File: config.mk
export PLATFORM = sky130hd
export DESIGN_NAME = addressed_command_frame_parser_unit
export DESIGN_NICKNAME = d
export VERILOG_FILES = /design/src/rtl/acfp_pkg.sv /design/src/rtl/acfp_front.sv /design/src/rtl/acfp_cand_q.sv /design/src/rtl/acfp_back.sv /design/src/rtl/addressed_command_frame_parser_unit.sv
export SDC_FILE = /design/constraint.sdc
export NUM_CORES = 1
export LEC_CHECK = 0
export ABC_AREA = 1
export BUFFER_PORTS_ARGS = -buffer_cell sky130_fd_sc_hd__buf_2
export CAP_MARGIN = 20
export CORE_MARGIN = 2
export CORE_UTILIZATION = 65
export DETAILED_ROUTE_END_ITERATION = 8
export PLACE_DENSITY_LB_ADDON = 0.25
export SLEW_MARGIN = 20
export SYNTH_ARGS = -nofsm -noshare
export SYNTH_HDL_FRONTEND = slang
export SYNTH_SLANG_ARGS = --single-unit
File: constraint.sdc
create_clock -name clk -period 13 [get_ports clk]
set_clock_uncertainty 0.15 [all_clocks]
set_input_delay 3.25 -clock clk [delete_from_list [all_inputs] [get_ports clk]]
set_output_delay 3.25 -clock clk [all_outputs]
set_load 0.1 [all_outputs]
File: src/rtl/acfp_pkg.sv
// ============================================================================
// acfp_pkg
// Shared types, character codes and helpers for the command frame parser.
// ============================================================================
package acfp_pkg;

  // Line buffer sizing.
  localparam int LINE_CAPACITY = 32;
  localparam int LINE_CNT_W    = $clog2(LINE_CAPACITY);

  // Frame layout: '!', four ID characters, lock, reset scope, reader op,
  // reader digit and two checksum digits.
  localparam int FRAME_LEN   = 11;
  localparam int FRAME_IDX_W = $clog2(FRAME_LEN);
  localparam int SUM_LEN     = 9;

  // Candidate queue between the front and the back.
  localparam int CAND_DEPTH = 2;
  localparam int CAND_PTR_W = (CAND_DEPTH > 1) ? $clog2(CAND_DEPTH) : 1;
  localparam int CAND_CNT_W = $clog2(CAND_DEPTH + 1);

  // Result queue at the output of the back.
  localparam int OUT_DEPTH = 2;
  localparam int OUT_PTR_W = (OUT_DEPTH > 1) ? $clog2(OUT_DEPTH) : 1;
  localparam int OUT_CNT_W = $clog2(OUT_DEPTH + 1);

  // Character codes.
  localparam logic [7:0] ASC_LF   = 8'h0A;
  localparam logic [7:0] ASC_CR   = 8'h0D;
  localparam logic [7:0] ASC_BANG = 8'h21;
  localparam logic [7:0] ASC_0    = 8'h30;
  localparam logic [7:0] ASC_9    = 8'h39;
  localparam logic [7:0] ASC_A_UP = 8'h41;
  localparam logic [7:0] ASC_F_UP = 8'h46;
  localparam logic [7:0] ASC_A_LO = 8'h61;
  localparam logic [7:0] ASC_F_LO = 8'h66;
  localparam logic [7:0] ASC_O    = 8'h4F;
  localparam logic [7:0] ASC_C    = 8'h43;
  localparam logic [7:0] ASC_R    = 8'h52;

  // Broadcast ID, "FFFF".
  localparam logic [31:0] BCAST_ID = 32'h4646_4646;

  // A complete, well-shaped line handed from the front to the back.
  typedef struct packed {
    logic [31:0] id;
    logic [7:0]  lock;
    logic [7:0]  op;
    logic [7:0]  digit;
    logic [7:0]  ck_hi;
    logic [7:0]  ck_lo;
    logic [7:0]  sum;
  } cand_t;

  // One result item.
  typedef struct packed {
    logic       for_me;
    logic       lock_valid;
    logic       lock_open;
    logic       report_request;
    logic       scan_all;
    logic [3:0] reader_index;
  } result_t;

  // Decoded hex digit with a flag for a legal character.
  typedef struct packed {
    logic       ok;
    logic [3:0] val;
  } hex_t;

  function automatic hex_t hex_decode(input logic [7:0] c);
    hex_t h;
    h.ok  = 1'b1;
    h.val = 4'd0;
    if (c >= ASC_0 && c <= ASC_9) begin
      h.val = 4'(c - ASC_0);
    end else if (c >= ASC_A_UP && c <= ASC_F_UP) begin
      h.val = 4'(c - ASC_A_UP + 8'd10);
    end else if (c >= ASC_A_LO && c <= ASC_F_LO) begin
      h.val = 4'(c - ASC_A_LO + 8'd10);
    end else begin
      h.ok = 1'b0;
    end
    return h;
  endfunction

endpackage

File: src/rtl/acfp_front.sv
// ============================================================================
// acfp_front
// Line collector: counts characters, keeps the frame positions and a running
// XOR, and on a terminator hands well-shaped lines to the candidate queue.
// ============================================================================
module acfp_front (
  input  logic                clk,
  input  logic                rst_n,
  input  logic                push,
  input  logic [7:0]          in_rx_byte,
  input  logic                q_full,
  output logic                full,
  output logic                cand_push,
  output acfp_pkg::cand_t     cand
);
  import acfp_pkg::*;

  logic [LINE_CNT_W-1:0] line_cnt_r, line_cnt_nxt;
  logic [7:0]            frame_r [FRAME_LEN];
  logic [7:0]            sum_r;
  logic                  accept;
  logic                  is_term;
  logic                  has_room;
  logic [FRAME_IDX_W-1:0] wr_idx;

  assign full     = q_full;
  assign accept   = push && !q_full;
  assign is_term  = (in_rx_byte == ASC_LF) || (in_rx_byte == ASC_CR);
  assign has_room = line_cnt_r < LINE_CNT_W'(LINE_CAPACITY - 1);
  assign wr_idx   = line_cnt_r[FRAME_IDX_W-1:0];

  // Next line count and the candidate push on a terminator.
  always_comb begin
    line_cnt_nxt = line_cnt_r;
    cand_push    = 1'b0;
    if (accept) begin
      if (!is_term) begin
        line_cnt_nxt = has_room ? line_cnt_r + 1'b1 : '0;
      end else begin
        line_cnt_nxt = '0;
        cand_push    = (line_cnt_r == LINE_CNT_W'(FRAME_LEN)) &&
                       (frame_r[0] == ASC_BANG);
      end
    end
  end

  always_ff @(posedge clk) begin
    if (!rst_n) begin
      line_cnt_r <= '0;
    end else begin
      line_cnt_r <= line_cnt_nxt;
    end
  end

  // Frame characters and the running checksum over the first positions.
  always_ff @(posedge clk) begin
    if (accept && !is_term && has_room) begin
      if (line_cnt_r < LINE_CNT_W'(FRAME_LEN)) begin
        frame_r[wr_idx] <= in_rx_byte;
      end
      if (line_cnt_r < LINE_CNT_W'(SUM_LEN)) begin
        sum_r <= (line_cnt_r == '0) ? in_rx_byte : (sum_r ^ in_rx_byte);
      end
    end
  end

  // Fields of the candidate frame.
  always_comb begin
    cand.id    = {frame_r[1], frame_r[2], frame_r[3], frame_r[4]};
    cand.lock  = frame_r[5];
    cand.op    = frame_r[7];
    cand.digit = frame_r[8];
    cand.ck_hi = frame_r[9];
    cand.ck_lo = frame_r[10];
    cand.sum   = sum_r;
  end

endmodule

File: src/rtl/acfp_cand_q.sv
// ============================================================================
// acfp_cand_q
// Short queue of candidate frames between the front and the back.
// ============================================================================
module acfp_cand_q (
  input  logic            clk,
  input  logic            rst_n,
  input  logic            wr_en,
  input  acfp_pkg::cand_t wr_data,
  input  logic            rd_en,
  output logic            rd_valid,
  output acfp_pkg::cand_t rd_data,
  output logic            q_full
);
  import acfp_pkg::*;

  cand_t                 ent_r [CAND_DEPTH];
  logic [CAND_PTR_W-1:0] wr_ptr_r, rd_ptr_r;
  logic [CAND_CNT_W-1:0] cnt_r;
  logic                  do_wr, do_rd;

  assign rd_valid = (cnt_r != '0);
  assign q_full   = (cnt_r == CAND_CNT_W'(CAND_DEPTH));
  assign rd_data  = ent_r[rd_ptr_r];
  assign do_wr    = wr_en && !q_full;
  assign do_rd    = rd_en && rd_valid;

  // Pointers and fill count.
  always_ff @(posedge clk) begin
    if (!rst_n) begin
      wr_ptr_r <= '0;
      rd_ptr_r <= '0;
      cnt_r    <= '0;
    end else begin
      if (do_wr) begin
        wr_ptr_r <= (wr_ptr_r == CAND_PTR_W'(CAND_DEPTH - 1)) ? '0 : wr_ptr_r + 1'b1;
      end
      if (do_rd) begin
        rd_ptr_r <= (rd_ptr_r == CAND_PTR_W'(CAND_DEPTH - 1)) ? '0 : rd_ptr_r + 1'b1;
      end
      if (do_wr && !do_rd) begin
        cnt_r <= cnt_r + 1'b1;
      end else if (do_rd && !do_wr) begin
        cnt_r <= cnt_r - 1'b1;
      end
    end
  end

  // Entry storage.
  always_ff @(posedge clk) begin
    if (do_wr) begin
      ent_r[wr_ptr_r] <= wr_data;
    end
  end

endmodule

File: src/rtl/acfp_back.sv
// ============================================================================
// acfp_back
// Frame checker and decoder: address and checksum checks, command decode,
// and the result queue seen on the output side.
// ============================================================================
module acfp_back (
  input  logic              clk,
  input  logic              rst_n,
  input  logic              cand_valid,
  input  acfp_pkg::cand_t   cand,
  input  logic [31:0]       gw_id,
  output logic              cand_pop,
  input  logic              pop,
  output logic              empty,
  output acfp_pkg::result_t res
);
  import acfp_pkg::*;

  result_t              ent_r [OUT_DEPTH];
  logic [OUT_PTR_W-1:0] wr_ptr_r, rd_ptr_r;
  logic [OUT_CNT_W-1:0] cnt_r;
  logic                 out_full;
  logic                 do_wr, do_rd;
  logic                 mine, bcast, sum_ok, good;
  logic                 is_digit;
  hex_t                 hex_hi, hex_lo;
  result_t              dec;

  assign out_full = (cnt_r == OUT_CNT_W'(OUT_DEPTH));
  assign empty    = (cnt_r == '0);
  assign res      = ent_r[rd_ptr_r];
  assign cand_pop = cand_valid && !out_full;

  // Address and checksum checks on the head candidate.
  always_comb begin
    mine     = (cand.id == gw_id);
    bcast    = (cand.id == BCAST_ID);
    hex_hi   = hex_decode(cand.ck_hi);
    hex_lo   = hex_decode(cand.ck_lo);
    sum_ok   = hex_hi.ok && hex_lo.ok && (cand.sum == {hex_hi.val, hex_lo.val});
    good     = (mine || bcast) && sum_ok;
    is_digit = (cand.digit >= ASC_0) && (cand.digit <= ASC_9);
  end

  // Command decode.
  always_comb begin
    dec.for_me         = mine;
    dec.lock_valid     = (cand.lock == ASC_O) || (cand.lock == ASC_C);
    dec.lock_open      = (cand.lock == ASC_O);
    dec.report_request = (cand.op == ASC_R) && mine;
    dec.scan_all       = dec.report_request && !is_digit;
    dec.reader_index   = (dec.report_request && is_digit) ?
                         4'(cand.digit - ASC_0) : 4'd0;
  end

  assign do_wr = cand_pop && good;
  assign do_rd = pop && !empty;

  // Result queue pointers and fill count.
  always_ff @(posedge clk) begin
    if (!rst_n) begin
      wr_ptr_r <= '0;
      rd_ptr_r <= '0;
      cnt_r    <= '0;
    end else begin
      if (do_wr) begin
        wr_ptr_r <= (wr_ptr_r == OUT_PTR_W'(OUT_DEPTH - 1)) ? '0 : wr_ptr_r + 1'b1;
      end
      if (do_rd) begin
        rd_ptr_r <= (rd_ptr_r == OUT_PTR_W'(OUT_DEPTH - 1)) ? '0 : rd_ptr_r + 1'b1;
      end
      if (do_wr && !do_rd) begin
        cnt_r <= cnt_r + 1'b1;
      end else if (do_rd && !do_wr) begin
        cnt_r <= cnt_r - 1'b1;
      end
    end
  end

  // Result storage.
  always_ff @(posedge clk) begin
    if (do_wr) begin
      ent_r[wr_ptr_r] <= dec;
    end
  end

endmodule

File: src/rtl/addressed_command_frame_parser_unit.sv
// ============================================================================
// addressed_command_frame_parser_unit
// Parses addressed command frames from a received character stream.
// ============================================================================
// Usage:
//   Input side is a queue: present a character on in_rx_byte with push; the
//   transfer takes place at an edge where push is high and full is low. LF or
//   CR ends a line. One character is taken every cycle while full is low.
//   Output side is a queue: while empty is low the oldest result is on the
//   out_ ports; pop takes it. A line gives a result only when it is a valid
//   eleven-character frame, addressed here or broadcast, with good checksum.
//   A frame enters the candidate queue at the terminator's transfer; the
//   back part takes it from there once the result queue has room and
//   writes it straight into the result queue, where it becomes visible.
//   The line collector takes one character per cycle while full is low;
//   frame checks are combinational and run as a frame leaves the queue.
//   When the receiver stalls, the result queue fills, then the candidate
//   queue; full rises only when the candidate queue holds two frames.
//   Reset (rst_n low, synchronous) empties both queues, clears the line
//   count and sets the gateway ID to zero. cfg_we writes cfg_data into the
//   gateway ID; write it only while the block is idle.
// ============================================================================
module addressed_command_frame_parser_unit (
  input  logic        clk,
  input  logic        rst_n,
  input  logic        cfg_we,
  input  logic [31:0] cfg_data,
  input  logic        push,
  output logic        full,
  input  logic [7:0]  in_rx_byte,
  output logic        empty,
  input  logic        pop,
  output logic        out_for_me,
  output logic        out_lock_valid,
  output logic        out_lock_open,
  output logic        out_report_request,
  output logic        out_scan_all,
  output logic [3:0]  out_reader_index
);
  import acfp_pkg::*;

  logic [31:0] gw_id_q_r;
  logic        cand_push, cand_valid, cand_pop, q_full;
  cand_t       cand_in, cand_out;
  result_t     res;

  // Gateway ID register.
  always_ff @(posedge clk) begin
    if (!rst_n) begin
      gw_id_q_r <= '0;
    end else begin
      if (cfg_we) begin
        gw_id_q_r <= cfg_data;
      end
    end
  end

  // Front: line collection and shape check.
  acfp_front u_front (
    .clk        (clk),
    .rst_n      (rst_n),
    .push       (push),
    .in_rx_byte (in_rx_byte),
    .q_full     (q_full),
    .full       (full),
    .cand_push  (cand_push),
    .cand       (cand_in)
  );

  // Candidate queue between front and back.
  acfp_cand_q u_cand_q (
    .clk      (clk),
    .rst_n    (rst_n),
    .wr_en    (cand_push),
    .wr_data  (cand_in),
    .rd_en    (cand_pop),
    .rd_valid (cand_valid),
    .rd_data  (cand_out),
    .q_full   (q_full)
  );

  // Back: frame checks, decode and result queue.
  acfp_back u_back (
    .clk        (clk),
    .rst_n      (rst_n),
    .cand_valid (cand_valid),
    .cand       (cand_out),
    .gw_id      (gw_id_q_r),
    .cand_pop   (cand_pop),
    .pop        (pop),
    .empty      (empty),
    .res        (res)
  );

  // Result fields onto the ports.
  assign out_for_me         = res.for_me;
  assign out_lock_valid     = res.lock_valid;
  assign out_lock_open      = res.lock_open;
  assign out_report_request = res.report_request;
  assign out_scan_all       = res.scan_all;
  assign out_reader_index   = res.reader_index;

endmodule

==> results_dict.tcl, run 1 <==
set metrics [dict create \
    p_sw_share_pct 26.8 \
    cts_repair_resize_count 0 \
    die_width_um 144 \
    p_leak_uw 0.00546 \
    timing.critical_path.depth 7 \
    postRouteWirelength_um 25700 \
    flow.area_growth_from_synthesis_pct 11.9 \
    floorplan.die_area_sq_um 20700 \
    yosysWarningCount 0 \
    grt_antenna_before_repair 0 \
    clock_insertion_delay_worst_skew_ns 0.55 \
    cts_root_buf "sky130_fd_sc_hd__clkbuf_16" \
    tightest_slew_ns 1.11 \
    wl_per_cell_um 17.5 \
    p_clk_share_pct 36.5 \
    core_area_sq_um 19300 \
    max_freq_ghz 0.183 \
    final_layout_size_suffix_gt1_share_pct 11.4 \
    gate_count_post_synth 1118 \
    antenna_cells_inserted 0 \
    initial_core_utilization_pct 65.7 \
    setup_repair_after_global_routing_missed_its_margin "no" \
    stdcell_area_sq_um 14200 \
    report.final.setup_viol 0 \
    vias_per_cell 5.52 \
    hold_path.class "flip-flop to flip-flop" \
    crit_end "u_front.frame_r[3][6]" \
    synth_largest_type_area_fraction_pct 62.9 \
    synth.cell_area_sq_um 12700 \
    layout_common_cells "sky130_fd_sc_hd__nand2_1, sky130_fd_sc_hd__edfxtp_1, sky130_fd_sc_hd__inv_1" \
    drv.max_cap_violation_count 0 \
    worstPathRequired_ns 13.01 \
    grt-ovfl-total 0 \
    layout_commonest_cell "sky130_fd_sc_hd__nand2_1" \
    regToRegEndpoint "u_back.ent_r[0][3]" \
    syn_avg_cell_area_sq_um 11.4 \
    initialDrtViolationCount 673 \
    critical_path_peak_fanout 12 \
    synth_top_cells_by_area "sky130_fd_sc_hd__edfxtp_1, sky130_fd_sc_hd__nand2_1, sky130_fd_sc_hd__dfxtp_1" \
    grt_first_pass_wirelength_um 39500 \
    numCtsBuffers 29 \
    syn-num-nets 1177 \
    placedInstanceArea_sq_um 13200 \
    final_antenna_net_count 0 \
    finalWorstPathRequiredPeriod_ns 5.46 \
    synth_sequential_area_ratio_pct 70.3 \
    met3_usage_pct 3.83 \
    synth_cell_types 41 \
    die_h_um 144 \
    track_usage_pct 25.4 \
    timing_max_transition_violations_final 0 \
    internal-power_uw 1760 \
    critical_path_buf_inv_count 2 \
    period_share_pct 42.0 \
    run_status "completed" \
    slew_headroom_pct 25.9 \
    post_cts.repair.setup_buffers 0 \
    critical_path.most_common_cell "sky130_fd_sc_hd__nand3_1" \
    via_count_of_the_first_global_routing_pass 7527 \
    grt_use_met2_pct 43.1 \
    globalRouteMet1Util_pct 33.9 \
    worst_r2r_path_depth 20 \
    total_via_count_after_detailed_routing 8090 \
    htree_levels 1 \
    p_switching_uw 645 \
    synth_seq_cells 313 \
    worst_setup_path_start_kind "primary input" \
    buffer_ports.inserted 55 \
    clk_pin_slew_worst_paths_ns 0.06 \
    ff2ff_setup_slack_ns 8.52 \
    hold_viol 0 \
    post-route-drc-count 0 \
    detail_route.first_pass.iterations 5 \
    cts-root-to-sink-buffers 3 \
    dp.final_hpwl_um 16500 \
    fin_tns_setup_ns 0 \
    grt-busiest-layer "met2" \
    cts_tree "done" \
    postCtsHoldBufs 0 \
    share_seq_of_total_power_pct 47.9 \
    netlist.top_cell.by_area "sky130_fd_sc_hd__edfxtp_1" \
    nFillCells 1252 \
    worstSetupPathType "primary input to flip-flop" \
    critical_path.max_stage_delay_ns 0.98 \
    tritoncts_num_sinks 313 \
    slowest_stage "sky130_fd_sc_hd__nor3_1" \
    path_delay_family "simple AND/OR/NAND/NOR gates" \
    maximum_number_of_pins_on_one_net_before_global_route_repair 82 \
    row_count 51 \
    power-per-cell-area_nw_per_um2 169 \
    critical_path.cell_chain "buf_2 > inv_1 > nand3_1 > a21oi_1 > nor2_1 > nand3_1 > nor3_1" \
    worst_setup_path_startpoint "in_rx_byte[2]" \
    worstSetupEndpointType "flip-flop" \
    combPwrFrac_pct 15.6 \
    routabilityCongestion 0.908 \
    pin_count 56 \
    power.ir.vdd_worst_mv 0.123 \
    arrival_ns 5.48 \
    final_net_count 1239 \
]
-- stage by stage --
step | hold slack (ns) | utilization [%] | setup slack, ns | std cells | power, uW
final | 0.297 | 73.5 | 7.54 | 1466 | 2410
after global routing | 0.303 | 73.5 | 7.34 | 1466 | 2510
after CTS | 0.294 | 73.4 | 7.58 | 1466 | 2410
after detailed placement | 0.281 | 68.3 | 7.05 | 1414 | 1540
after global placement | 0.274 | 68.3 | 7.13 | 1414 | 1530
after floorplan | 0.271 | - | 5.24 | 1118 | 1460
-- cell usage after synthesis --
library cell / instances
sky130_fd_sc_hd__o2111ai_1: 1
sky130_fd_sc_hd__dfxtp_1: 47
sky130_fd_sc_hd__buf_1: 1
sky130_fd_sc_hd__xnor2_1: 4
sky130_fd_sc_hd__o21ai_2: 1
sky130_fd_sc_hd__nand2_2: 1
sky130_fd_sc_hd__nand3_2: 1
sky130_fd_sc_hd__clkinv_1: 2
sky130_fd_sc_hd__buf_4: 5
sky130_fd_sc_hd__or2_2: 8
sky130_fd_sc_hd__o21ai_1: 6
sky130_fd_sc_hd__a221oi_1: 1
sky130_fd_sc_hd__and3_1: 1
sky130_fd_sc_hd__nor3b_1: 2
sky130_fd_sc_hd__xor2_1: 8
sky130_fd_sc_hd__o21ai_0: 54
sky130_fd_sc_hd__nor4b_1: 2
sky130_fd_sc_hd__inv_1: 99
sky130_fd_sc_hd__nand2_1: 301
sky130_fd_sc_hd__inv_2: 3
sky130_fd_sc_hd__o22ai_1: 1
sky130_fd_sc_hd__buf_6: 3
sky130_fd_sc_hd__nor2_1: 99
sky130_fd_sc_hd__mux2i_1: 5
sky130_fd_sc_hd__nor2_2: 1
sky130_fd_sc_hd__nand3b_1: 21
sky130_fd_sc_hd__mux2_2: 9
sky130_fd_sc_hd__a21oi_1: 36
sky130_fd_sc_hd__a211oi_2: 1
sky130_fd_sc_hd__nor4_1: 3
sky130_fd_sc_hd__o211ai_1: 2
sky130_fd_sc_hd__nand3_1: 63
sky130_fd_sc_hd__nand4_1: 9
sky130_fd_sc_hd__a31oi_1: 1
sky130_fd_sc_hd__ha_1: 14
sky130_fd_sc_hd__a2bb2oi_1: 1
sky130_fd_sc_hd__nor3_1: 14
sky130_fd_sc_hd__buf_2: 9
sky130_fd_sc_hd__clkbuf_1: 11
sky130_fd_sc_hd__a211oi_1: 1
sky130_fd_sc_hd__edfxtp_1: 266
-- cell families after synthesis --
logic type | count (synthesis) | share of synthesized area, %
simple gates | 526 | 17.6
buf+inv | 133 | 4.34
flops | 313 | 70.3
compound gates | 106 | 4.43
mux | 14 | 1.19
fa+ha+maj | 14 | 1.38
xor+xnor | 12 | 0.827
-- cell type report --
cell class,count,area [sq um],share of cell area (%)
Clock buffer,35,748,5.26
Clock inverter,17,246,1.73
Inverter,104,390,2.75
Multi-Input combinational cell,672,3260,22.9
Sequential cell,313,8930,62.8
Timing Repair Buffer,60,313,2.20
Tap cell,265,332,2.33
-- sequential cells by signal, indices dropped and copies added (netlist names), named ones only --
register / count
u_cand_q.wr_ptr_r: 1
u_back.wr_ptr_r: 1
u_cand_q.ent_r: 160
gw_id_q_r: 32
u_back.cnt_r: 2
u_front.frame_r: 80
u_front.sum_r: 8
u_front.line_cnt_r: 5
u_cand_q.cnt_r: 2
u_cand_q.rd_ptr_r: 1
u_back.rd_ptr_r: 1
u_back.ent_r: 18
-- power groups by stage --
stage / Sequential [uW] / Combinational, uW / Clock, uW
4_1_cts: 1150 / 373 / 883
5_1_grt: 1160 / 426 / 924
3_5_place_dp: 1170 / 370 / 0
6_report: 1150 / 376 / 878
3_3_place_gp: 1170 / 361 / 0
2_1_floorplan: 1160 / 297 / 0
-- per-layer routing --
layer  vias to the layer above  share of wire, %
met1                      3763                40
met5                         -                 0
met3                        60               6.8
met2                       332                49
met4                         0               3.3
li1                       3935                 -
-- how the worst min path moves through the flow --
stage	from	end	slack (ns)	cells after the start
final	u_front.frame_r[7][6]	u_cand_q.ent_r[1][38]	0.30	0
after global routing	u_front.frame_r[7][4]	u_cand_q.ent_r[1][36]	0.30	0
after CTS	u_front.frame_r[7][2]	u_cand_q.ent_r[0][34]	0.29	0
after detailed placement	u_front.frame_r[3][7]	u_cand_q.ent_r[0][63]	0.28	0
after global placement	u_front.frame_r[4][2]	u_cand_q.ent_r[0][50]	0.27	0
after floorplan	u_front.frame_r[10][2]	u_cand_q.ent_r[0][10]	0.27	0
(Power assumes the default switching activity.)
==> run 2: changes to the inputs <==
Settings changed: CORE_UTILIZATION 65 to 61.
Clock period 13 ns to 5.3 ns, I/O delays scaled along.
==> run 2 against run 1 <==
Net effect: sequential cell count did not move; cell count rose by 1.6%; setup slack got worse by 6.3 ns; final area rose by 1.2%; first-iteration DRC count fell by 13%; critical endpoint is now u_back.cnt_r[1]; critical path depth rose by 15.
==> results_dict.tcl, run 2 (synthesized netlist as in run 1, its figures left out) <==
set metrics [dict create \
    power-per-cell-area_nw_per_um2 409 \
    track_usage_pct 23.7 \
    flow.area_growth_from_synthesis_pct 13.3 \
    cts_tree "done" \
    postCtsHoldBufs 0 \
    regArea_sq_um 8930 \
    clock_insertion_delay_worst_skew_ns 0.55 \
    initial_core_utilization_pct 62.4 \
    drv.max_cap_violation_count 0 \
    grt_first_pass_wirelength_um 40100 \
    post-route-drc-count 0 \
    detail_route.first_pass.iterations 5 \
    timing_max_transition_violations_final 0 \
    dp.final_hpwl_um 16900 \
    run_status "completed" \
    cts_root_buf "sky130_fd_sc_hd__clkbuf_16" \
    die_h_um 148 \
    arrival_ns 4.37 \
    hold_viol 0 \
    number_of_placed_instances_with_taps_included 1434 \
    worstSetupEndpointType "flip-flop" \
    floorplan.die_area_sq_um 22000 \
    final_net_count 1255 \
    p_leak_uw 0.00557 \
    tritoncts_num_sinks 313 \
    max_freq_ghz 0.244 \
    final_layout_size_suffix_gt1_share_pct 12.5 \
    critical_path.most_common_cell "sky130_fd_sc_hd__nand2_1" \
    antenna_cells_inserted 0 \
    largestRegisters "u_cand_q.ent_r (160), u_front.frame_r (80), gw_id_q_r (32)" \
    nFillCells 1364 \
    cts-root-to-sink-buffers 3 \
    setup_repair_after_global_routing_missed_its_margin "no" \
    clk_pin_slew_worst_paths_ns 0.06 \
    core_area_sq_um 20400 \
    numCtsBuffers 30 \
    power.ir.vdd_worst_mv 0.371 \
    worstPathRequired_ns 5.58 \
    hold_path.class "flip-flop to flip-flop" \
    highest-signal-layer "met4" \
    fin_tns_setup_ns 0 \
    pin_count 56 \
    finalWorstPathRequiredPeriod_ns 4.10 \
    die_width_um 148 \
    critical_path_buf_inv_count 4 \
    postRouteWirelength_um 25400 \
    final_antenna_net_count 0 \
    htree_levels 1 \
    layout_commonest_cell "sky130_fd_sc_hd__nand2_1" \
    hold_ws_ns 0.292 \
    total_via_count_after_detailed_routing 8079 \
    tightest_slew_ns 0.958 \
    met2_length_um 12200 \
    routabilityCongestion 0.892 \
    post_cts.repair.setup_buffers 0 \
    instances_no_fill 1489 \
    slew_headroom_pct 35.6 \
    layout_common_cells "sky130_fd_sc_hd__nand2_1, sky130_fd_sc_hd__edfxtp_1, sky130_fd_sc_hd__inv_1" \
    grt_antenna_before_repair 0 \
    maximum_number_of_pins_on_one_net_before_global_route_repair 81 \
    flip_flop_count_of_the_largest_register_after_layout 160 \
    report.final.setup_viol 0 \
    critical_path.max_stage_delay_ns 0.60 \
    vias_per_cell 5.43 \
    critical_path.cell_chain "inv_2 > nand2_1 > nand2_1 > inv_1 > ha_1 > inv_1 > nand2_1 > nand3_1 > nand2_1 > nand3_1 > nand2_1 > nand2_1 > nand3_1 > nand4_1 > nor2_1 > nand2_1 > inv_1 > ha_1 > a21oi_1 > o21ai_0 > o21ai_0 > a21oi_1" \
    largest_register "u_cand_q.ent_r" \
    worstSetupPathType "flip-flop to flip-flop" \
    worst_setup_path_start_kind "flip-flop" \
    cts_repair_resize_count 0 \
    critical_path_peak_fanout 23 \
    wl_per_cell_um 17.0 \
    met3_wirelength_um 1630 \
    buffer_ports.inserted 55 \
    slowest_stage "sky130_fd_sc_hd__dfxtp_2" \
    initialDrtViolationCount 588 \
    period_share_pct 77.3 \
    row_count 52 \
    met1Wirelength_um 10600 \
    via_count_of_the_first_global_routing_pass 7844 \
    footprint_of_the_multi_input_gates_sq_um 3240 \
    path_delay_family "simple AND/OR/NAND/NOR gates" \
    grt-ovfl-total 0 \
]
## run 2: area by class of cell
type / count / share of cell area (%)
clock buffer: 45 / 6.30
inverter: 104 / 2.71
timing repair buffer: 75 / 3.30
tap: 270 / 2.35
multi-input combinational: 672 / 22.5
sequential: 313 / 62.0
clock inverter: 10 / 0.791
## run 2: path summary, 6_finish.rpt
kind                            slack [ns]  cells past startpoint             startpoint                    end
worst max register to register        1.20                     22              flip-flop        u_back.cnt_r[1]
worst min register to register        0.29                      0  u_front.frame_r[8][7]  u_cand_q.ent_r[1][31]
worst max-delay path                  1.20                     22              flip-flop        u_back.cnt_r[1]
worst min-delay path                  0.29                      0  u_front.frame_r[8][7]  u_cand_q.ent_r[1][31]
## run 2: routing by layer
| metal | global-route usage [%] | vias up |
|---|---|---|
| met1 | 31.4 | 3789 |
| met2 | 40.2 | 269 |
| met3 | 3.44 | 65 |
| met5 | 0 | - |
| li1 | - | 3956 |
| met4 | 9.24 | 0 |
## run 2: per-stage QoR
| stage | utilization (%) | setup slack, ns | instance area, sq um | total power (uW) |
|---|---|---|---|---|
| global placement | 65.7 | 1.44 | 13400 | 3770 |
| global route | 70.7 | 0.869 | 14400 | 6130 |
| finish | 70.7 | 1.20 | 14400 | 5890 |
| floorplan | - | 0.796 | 12700 | 3570 |
| detailed placement | 65.7 | 1.37 | 13400 | 3790 |
| CTS | 70.7 | 1.25 | 14400 | 5910 |
## run 2: power by group
group,internal (uW),switching (uW)
Combinational,279,647
Sequential,2760,69.9
Clock,1270,862
